<file path="config.mk">
export PLATFORM = sky130hd
export DESIGN_NAME = sis_cell
export DESIGN_NICKNAME = d
export VERILOG_FILES = /design/src/design/sis_pkg.sv /design/src/design/sis_cell.sv
export SDC_FILE = /design/constraint.sdc
export NUM_CORES = 1
export LEC_CHECK = 0
export ABC_AREA = 1
export BUFFER_PORTS_ARGS = -buffer_cell sky130_fd_sc_hd__buf_2
export CAP_MARGIN = 20
export CORE_ASPECT_RATIO = 0.5
export CORE_UTILIZATION = 50
export DETAILED_ROUTE_END_ITERATION = 7
export PLACE_DENSITY_LB_ADDON = 0.2
export SETUP_SLACK_MARGIN = 0.5
export SLEW_MARGIN = 0
export SYNTH_ARGS = -nofsm -noshare
export SYNTH_HDL_FRONTEND = slang
export SYNTH_SLANG_ARGS = --single-unit
</file>
<file path="constraint.sdc">
create_clock -name clk -period 5.4 [get_ports clk]
set_input_delay 0.54 -clock clk [delete_from_list [all_inputs] [get_ports clk]]
set_output_delay 0.54 -clock clk [all_outputs]
set_load 0.03 [all_outputs]
</file>
<file path="src/design/sis_pkg.sv">
package sis_pkg;

	localparam int CAPACITY_DEF = 256;
	localparam int VALUE_W      = 64;
	localparam int COUNT_W      = 9;

	// opcodes
	localparam logic [1:0] OP_FIND   = 2'd0;
	localparam logic [1:0] OP_INSERT = 2'd1;
	localparam logic [1:0] OP_REMOVE = 2'd2;

	// status codes
	localparam logic [1:0] STAT_OK   = 2'd0;
	localparam logic [1:0] STAT_MISS = 2'd1;
	localparam logic [1:0] STAT_FULL = 2'd2;

	typedef struct packed {
		logic [1:0]                opcode;
		logic signed [VALUE_W-1:0] value;
	} req_word_t;

	typedef struct packed {
		logic [1:0]         status;
		logic [COUNT_W-1:0] count;
	} rsp_word_t;

	typedef enum logic [1:0] {
		ST_IDLE,
		ST_CMP,
		ST_UPD
	} state_t;

	// per-cycle commands broadcast along the cell row
	typedef struct packed {
		logic cmp;
		logic ins;
		logic rem;
	} cell_ctl_t;

endpackage

</file>
<file path="src/design/sis_cell.sv">
module sis_cell
	import sis_pkg::*;
(
	input  logic                      clk,
	input  cell_ctl_t                 ctl,
	input  logic                      occ,
	input  logic signed [VALUE_W-1:0] key,
	input  logic                      left_less,
	input  logic signed [VALUE_W-1:0] left_val,
	input  logic signed [VALUE_W-1:0] right_val,
	output logic signed [VALUE_W-1:0] val,
	output logic                      less,
	output logic                      eq
);

	logic signed [VALUE_W-1:0] val_q;
	logic                      less_s1;
	logic                      eq_s1;

	always_ff @(posedge clk) begin
		if (ctl.cmp) begin
			less_s1 <= occ && (val_q < key);
			eq_s1   <= occ && (val_q == key);
		end
		// entries below the key stay; the rest shift up or down by one
		if (ctl.ins && !less_s1) begin
			val_q <= left_less ? key : left_val;
		end else if (ctl.rem && !less_s1) begin
			val_q <= right_val;
		end
	end

	assign val  = val_q;
	assign less = less_s1;
	assign eq   = eq_s1;

endmodule

</file>
# Word level (Yosys, flattened, before mapping)
# Index checks and enable logic that the tools add are counted.
# op_classes
n_addsub,0
n_mul,0
n_div,0
magnitude_cmp,1
n_eq_ne,1
shifts,0
muxes,3
n_bitwise,0
reduce_logical,6
# ops
operator,n
$mux W64,3
$eq A64 B64 Y1,1
$lt A64 B64 Y1,1
$logic_and A1 B1 Y1,4
$reduce_bool A2 Y1,1
$logic_not A1 Y1,1
# totals
register_bits,66
latch_bits,0
ramBits,0
romBits,0
input_bits,198
out_inout_bits,66
elab_cells,14
mem_count,0

# Logic depth before layout (Yosys ltp)
# Gate-level depths: netlist (run 1).
# depth
depth_word,4
ltp_mapped,16
ltp_nobuf,16

# Least setup slack after synthesis (run 1)
# Ideal clock, no wire load.
# synth_path
path_kind,register -> register
from,register less_s1 (netlist: less)
to,"register val_q[0] (netlist: val[0]), enable pin"
setup_ns,0.488
arrival_ns,3.281
required_ns,4.912
path_slack_ns,1.630
stages_incl_launch_ff,2
path_buffers,0
synth_period_minus_slack_ns,3.770
path_cell_list,edfxtp_1 > nor2_1
# synth_between
elab_chain_len,3
elab_cells_between_ends,4
classes_between,reduce/logical (4)
# synth_lines
item,line,text
from (decl),sis_cell.sv:17,logic less_s1;
from (signal assigned),sis_cell.sv:22,less_s1 <= occ && (val_q < key);
$logic_not A1 Y1 (*),"sis_cell.sv:26, sis_cell.sv:28",
"$logic_and A1 B1 Y1, on equally long branches","sis_cell.sv:26, sis_cell.sv:28",
$reduce_bool A2 Y1 (no line) (*),n/a,
to (signal assigned),sis_cell.sv:27,val_q <= left_less ? key : left_val;
to (signal assigned),sis_cell.sv:29,val_q <= right_val;
to (decl),sis_cell.sv:16,logic signed [VALUE_W-1:0] val_q;
# Every way passes the cells marked *; elsewhere a longest branch is shown, timed or not.
# A chain may end at the register's enable or synchronous reset.

# Worst setup path in the final report (run 1)
# layout_path
from,register less_s1 (netlist: less)
to,"register val_q[4] (netlist: val[4]), enable pin"
# The elaborated chain is that of the path after synthesis.

==> results of run 1 <==
worst max-delay path: stages (launching register included):
cell and delay, ns:
edfxtp_1 0.47, nor2_4 0.76, buf_4 0.55
power groups by stage:
stage	Clock, µW	Sequential (µW)	Combinational (µW)
global route	594	680	611
global placement	0	680	532
floorplan	0	791	244
detailed placement	0	683	546
finish	569	672	544
CTS	575	673	548
through the flow:
stage,hold WS [ns],utilization (%)
finish,0.431,70.1
global route,0.421,70.1
CTS,0.424,69.9
detailed placement,0.761,67.0
global placement,0.761,67.0
floorplan,0.652,-
worst max-delay path by stage:
stage	from	end	slack [ns]	cells past startpoint
2_1_floorplan	less	val[0]	1.63	1
3_3_place_gp	left_less	val[50]	2.93	5
3_5_place_dp	left_less	val[33]	2.90	5
4_1_cts	less	val[10]	3.18	2
5_1_grt	less	val[7]	3.09	2
6_report	less	val[4]	3.24	2
state kept, by name, summed over array words and instances (netlist names):
name / count
val: 64
less: 1
eq: 1
cells by family after synthesis:
| kind of cell | count (synthesis) |
|---|---|
| compound gates | 97 |
| fa+ha+maj | 64 |
| simple gates | 313 |
| buf+inv | 115 |
| flops | 66 |
layer usage:
metal	GRT usage, %	vias to the layer above
met5	0	-
met4	7.92	0
met1	30.1	2307
met2	49.0	177
met3	6.17	20
li1	-	2678
synth_stat cells (all sizes together):
master  count
edfxtp     66
buf        16
a21boi      1
o21ai       4
o21a        1
nand2     211
nand4       4
a21oi      24
clkbuf     11
a31oi      64
and3        1
nor3        2
a21o        3
inv        88
nand3       4
nor2       91
ha         64
final cells by class:
| type | instances | area, µm² |
|---|---|---|
| tap | 135 | 169 |
| timing repair buffer | 268 | 1370 |
| clock buffer | 12 | 236 |
| clock inverter | 4 | 42.5 |
| sequential | 66 | 1980 |
| fill | 815 | 2870 |
| multi-input combinational | 474 | 2610 |
| inverter | 88 | 330 |
placed cells by master, fill, tap and decap left out, types with 2 or more instances in the layout:
cell,netlist,routed
buf_2,9,263
nand2_1,209,209
inv_1,87,87
nor2_1,88,86
edfxtp_1,66,66
a31oi_1,64,64
ha_1,64,64
a21oi_1,24,24
clkbuf_16,0,9
o21ai_0,4,4
nand3_1,4,4
buf_4,0,4
a21o_1,3,3
nand4_1,3,3
nor2_2,3,3
clkbuf_1,11,3
nor2_4,0,2
nor3_1,2,2
nand2_2,2,2
clkinv_1,0,2
==> flow_metrics.py, run 1 <==
metrics = {
    "place": {
        "port_buffers": 263,
        "dp.cells": 1030,
        "dp_hpwl_um": 10500,
        "dp_slack_ns": 2.90,
        "gp_congestion": 0.801,
        "place_area_mm2": 0.00644,
    },
    "floorplan": {
        "pin_count": 264,
        "dieArea_mm2": 0.0105,
        "num_rows": 25,
        "core_mm2": 0.00960,
        "die_h_um": 72.8,
        "initial_core_util_pct": 52.3,
        "die_w_um": 144,
    },
    "sta": {
        "slew_headroom_pct": 37.7,
        "slew_violations": 0,
        "min_period_over_period_pct": 39.9,
        "fmax_ghz": 0.464,
        "period_needed_ns": 2.16,
        "setup-tns-final_ns": 0,
        "fin_ws_ns": 3.24,
        "worst_pin_slew_ns": 0.932,
        "setup_viol": 0,
        "skew_ns": 0.00517,
        "final_hold_viol_count": 0,
        "grt_setup_unrepaired": "no",
    },
    "detailed_routing": {
        "ant_nets": 0,
        "post_drt_via_cell_ratio": 4.95,
        "wl_per_cell_um": 13.1,
        "dr.max_layer_used": "met4",
        "routed_wl_um": 13800,
        "first_pass_iters": 5,
        "dr_wl_met3_um": 867,
        "drtIter0Drc": 228,
        "route.detailed.drc": 0,
        "wl_met1_um": 5720,
        "via_count": 5182,
        "met2WireLength_um": 6930,
    },
    "clock_tree": {
        "postCtsResizedCells": 0,
        "numClockSinks": 66,
        "clk_latency_ns": 0.32,
        "cts_hold_buf": 0,
        "root_buffer": "clkbuf_16",
        "path_clk_slew_ns": 0.06,
        "h-tree-depth": 3,
        "numCtsBuffers": 9,
        "cts_tree": "done",
        "cts_buffer_depth": 2,
        "post_cts_buffers": 0,
    },
    "critical_path": {
        "path_class": "reg -> reg",
        "crit-reg2reg-capture": "val[4]",
        "reg2reg_slack_ns": 3.24,
        "rr_worst_depth": 2,
        "setup.worst_path.start_class": "flop",
        "arrival_ns": 2.13,
        "cp-end-kind": "flop",
        "crit_fanout": 33,
        "r2r-start": "less",
        "worstPathRequired_ns": 5.37,
    },
    "logic_synthesis": {
        "synth_cells": 655,
        "synth_xor_area_share_pct": 0,
        "synth_area_leaders": "edfxtp_1 (39%), ha_1 (16%), nand2_1 (16%)",
        "syn_area_mm2": 0.00502,
        "synth-simple-area-share_pct": 24.2,
        "synth_top_family_by_area": "simple AND/OR/NAND/NOR gates",
        "synth_adder_area_share_pct": 16.0,
        "muxShareOfSynthArea_pct": 0,
        "yosys.area.top_type": "edfxtp_1",
        "synth_fp_nets": 917,
        "ys_ff_latch": 66,
        "ys_seq_area_share_pct": 39.5,
        "ys_warn_count": 0,
        "avgSynthCellArea_um2": 7.66,
        "synth_compound_area_share_pct": 11.5,
        "synth_top_area_share_pct": 39.5,
        "synth_cell_types": 22,
    },
    "min_path": {
        "hold_path.class": "in -> reg",
        "worstHoldEndpoint": "eq",
        "hold_depth": 1,
        "min-delay-start": "ctl[2]",
    },
    "global_routing": {
        "grt_max_degree": 66,
        "first_global_vias": 4910,
        "overflow": 0,
        "antenna_found_initial": 0,
        "grt_pass1_wl_um": 21300,
        "grt_use_total_pct": 26.2,
    },
    "finish": {
        "area_growth_pct": 34.2,
        "final_cells": 1047,
        "drive_above_1_share_pct": 31.7,
        "layout.nets": 1169,
        "diodes": 0,
        "post-route-cell-area_mm2": 0.00674,
    },
    "pwr": {
        "power_switching_uw": 590,
        "seqPwrFrac_pct": 37.7,
        "p_leak_uw": 0.00359,
        "power_per_cell_area_mw_per_mm2": 265,
        "vdd_drop_max_v": 0.000180,
        "power_frac_comb_pct": 30.5,
        "p_clk_share_pct": 31.9,
        "p_int_uw": 1200,
        "p_total_uw": 1790,
        "switching_share_pct": 33.0,
    },
    "status": {
        "outcome": "complete, no violations",
    },
    "flow_run": {
        "maxCapViolations": 0,
    },
}
Note: power is estimated with default switching activity, not from simulation.
==> run 2, diff against run 1 <==
CORE_UTILIZATION = 46   (was 50)
clock period = 2.15 ns   (was 5.4 ns; I/O delays follow)
==> flow_metrics.py, run 2 (synthesis results as in run 1) <==
metrics = {
    "floorplan": {
        "dieArea_mm2": 0.0114,
        "pin_count": 264,
        "core_mm2": 0.0104,
        "die_h_um": 75.9,
        "initial_core_util_pct": 48.2,
        "die_w_um": 150,
        "num_rows": 26,
    },
    "clock_tree": {
        "numClockSinks": 66,
        "root_buffer": "clkbuf_16",
        "path_clk_slew_ns": 0.06,
        "cts_buffer_depth": 2,
        "h-tree-depth": 3,
        "cts_tree": "done",
        "clk_latency_ns": 0.32,
        "cts_hold_buf": 0,
        "numCtsBuffers": 9,
    },
    "finish": {
        "layout_common_cells": "buf_2 (263), nand2_1 (200), inv_1 (87)",
        "diodes": 0,
        "layout.nets": 1175,
        "final_cells": 1057,
        "drive_above_1_share_pct": 34.6,
        "area_growth_pct": 39.0,
        "layout_commonest_cell": "buf_2",
        "final_core_util_pct": 67.0,
        "largest_register_ffs": 64,
    },
    "global_routing": {
        "grt_pass1_wl_um": 20600,
        "antenna_found_initial": 0,
        "grt_max_degree": 65,
        "overflow": 0,
        "first_global_vias": 4647,
        "grt_use_total_pct": 23.4,
    },
    "detailed_routing": {
        "routed_wl_um": 13600,
        "post_drt_via_cell_ratio": 4.86,
        "via_count": 5141,
        "route.detailed.drc": 0,
        "wl_per_cell_um": 12.9,
        "first_pass_iters": 5,
        "drtIter0Drc": 207,
        "ant_nets": 0,
    },
    "critical_path": {
        "critPathSlowestCell": "edfxtp_1",
        "crit_fanout": 2,
        "setup.worst_path.start_class": "flop",
        "path_cells": "ha_1 > nand2_4 > nor2_4 > nand2_2 > nor2_4 > nand2_2 > nor2_4 > nand2_1 > nand4_2 > nand2_1 > nand2_1 > nor2_1",
        "crit_family": "simple AND/OR/NAND/NOR gates",
        "worstPathRequired_ns": 2.23,
        "cp-end-kind": "flop",
        "crit_buf_inv": 0,
        "arrival_ns": 1.92,
        "critPathMaxStageDelay_ns": 0.38,
        "path_class": "reg -> reg",
    },
    "sta": {
        "skew_ns": 0.00426,
        "setup-tns-final_ns": 0,
        "period_needed_ns": 1.84,
        "holdWs_ns": 0.115,
        "slew_violations": 0,
        "worst_pin_slew_ns": 0.366,
        "setup_viol": 0,
        "min_period_over_period_pct": 85.5,
        "fmax_ghz": 0.544,
        "final_hold_viol_count": 0,
        "grt_setup_unrepaired": "yes",
        "slew_headroom_pct": 75.6,
    },
    "place": {
        "port_buffers": 263,
        "gp_congestion": 0.805,
        "dp_hpwl_um": 10700,
        "dp.cells": 1038,
    },
    "pwr": {
        "p_leak_uw": 0.00364,
        "power_per_cell_area_mw_per_mm2": 652,
        "p_total_uw": 4550,
        "vdd_drop_max_v": 0.000431,
    },
    "flow_run": {
        "maxCapViolations": 0,
    },
    "status": {
        "outcome": "complete, no violations",
    },
    "min_path": {
        "hold_path.class": "in -> reg",
    },
}
run 2: per-stage QoR:
step	cell area, µm²	setup WS [ns]
2_1_floorplan	5050	0.179
3_3_place_gp	6540	0.265
3_5_place_dp	6540	0.235
4_1_cts	6890	0.302
5_1_grt	6980	0.147
6_report	6980	0.311
run 2: worst reg2reg max path: cells and delay by family, from the launching register on:
kind | cells | cell delay, ns
and+or+nand+nor | 11 | 0.85
DFF | 1 | 0.38
adders and majority gates | 1 | 0.36
run 2: area by class of cell:
cell class,count,area (µm²)
timing repair buffer,274,1450
clock inverter,6,48.8
multi-input combinational,474,2770
tap,140,175
fill,926,3430
clock buffer,9,225
sequential,66,1980
inverter,88,330
run 2: repair_timing:
item / in CTS / in global routing
gates cloned: 0 / 0
pin swaps: 8 / 9
setup endpoints to repair: 2 / 2
hold endpoints to repair: 0 / 0
gates resized for setup: 11 / 18
buffers inserted: 3 / 1
run 2: final timing paths:
check / slack (ns) / startpoint / endpoint / depth (start not counted)
worst max-delay path: 0.31 / val[58] / less / 12
worst min-delay path: 0.12 / ctl[2] / eq / 1
worst max register to register: 0.31 / val[58] / less / 12
worst min register to register: 0.75 / less / val[2] / 1
run 2: layer usage:
layer	share of wire [%]	track usage [%]	routed length (µm)
met1	43	28.1	5900
met2	49	43.1	6730
met3	6.0	5.45	820
met4	1.1	6.40	148
met5	0	0	0
run 2: power breakdown:
part | total, µW | switching [µW] | internal (µW)
Sequential | 1690 | 76.7 | 1610
Combinational | 1470 | 914 | 558
Clock | 1390 | 517 | 870
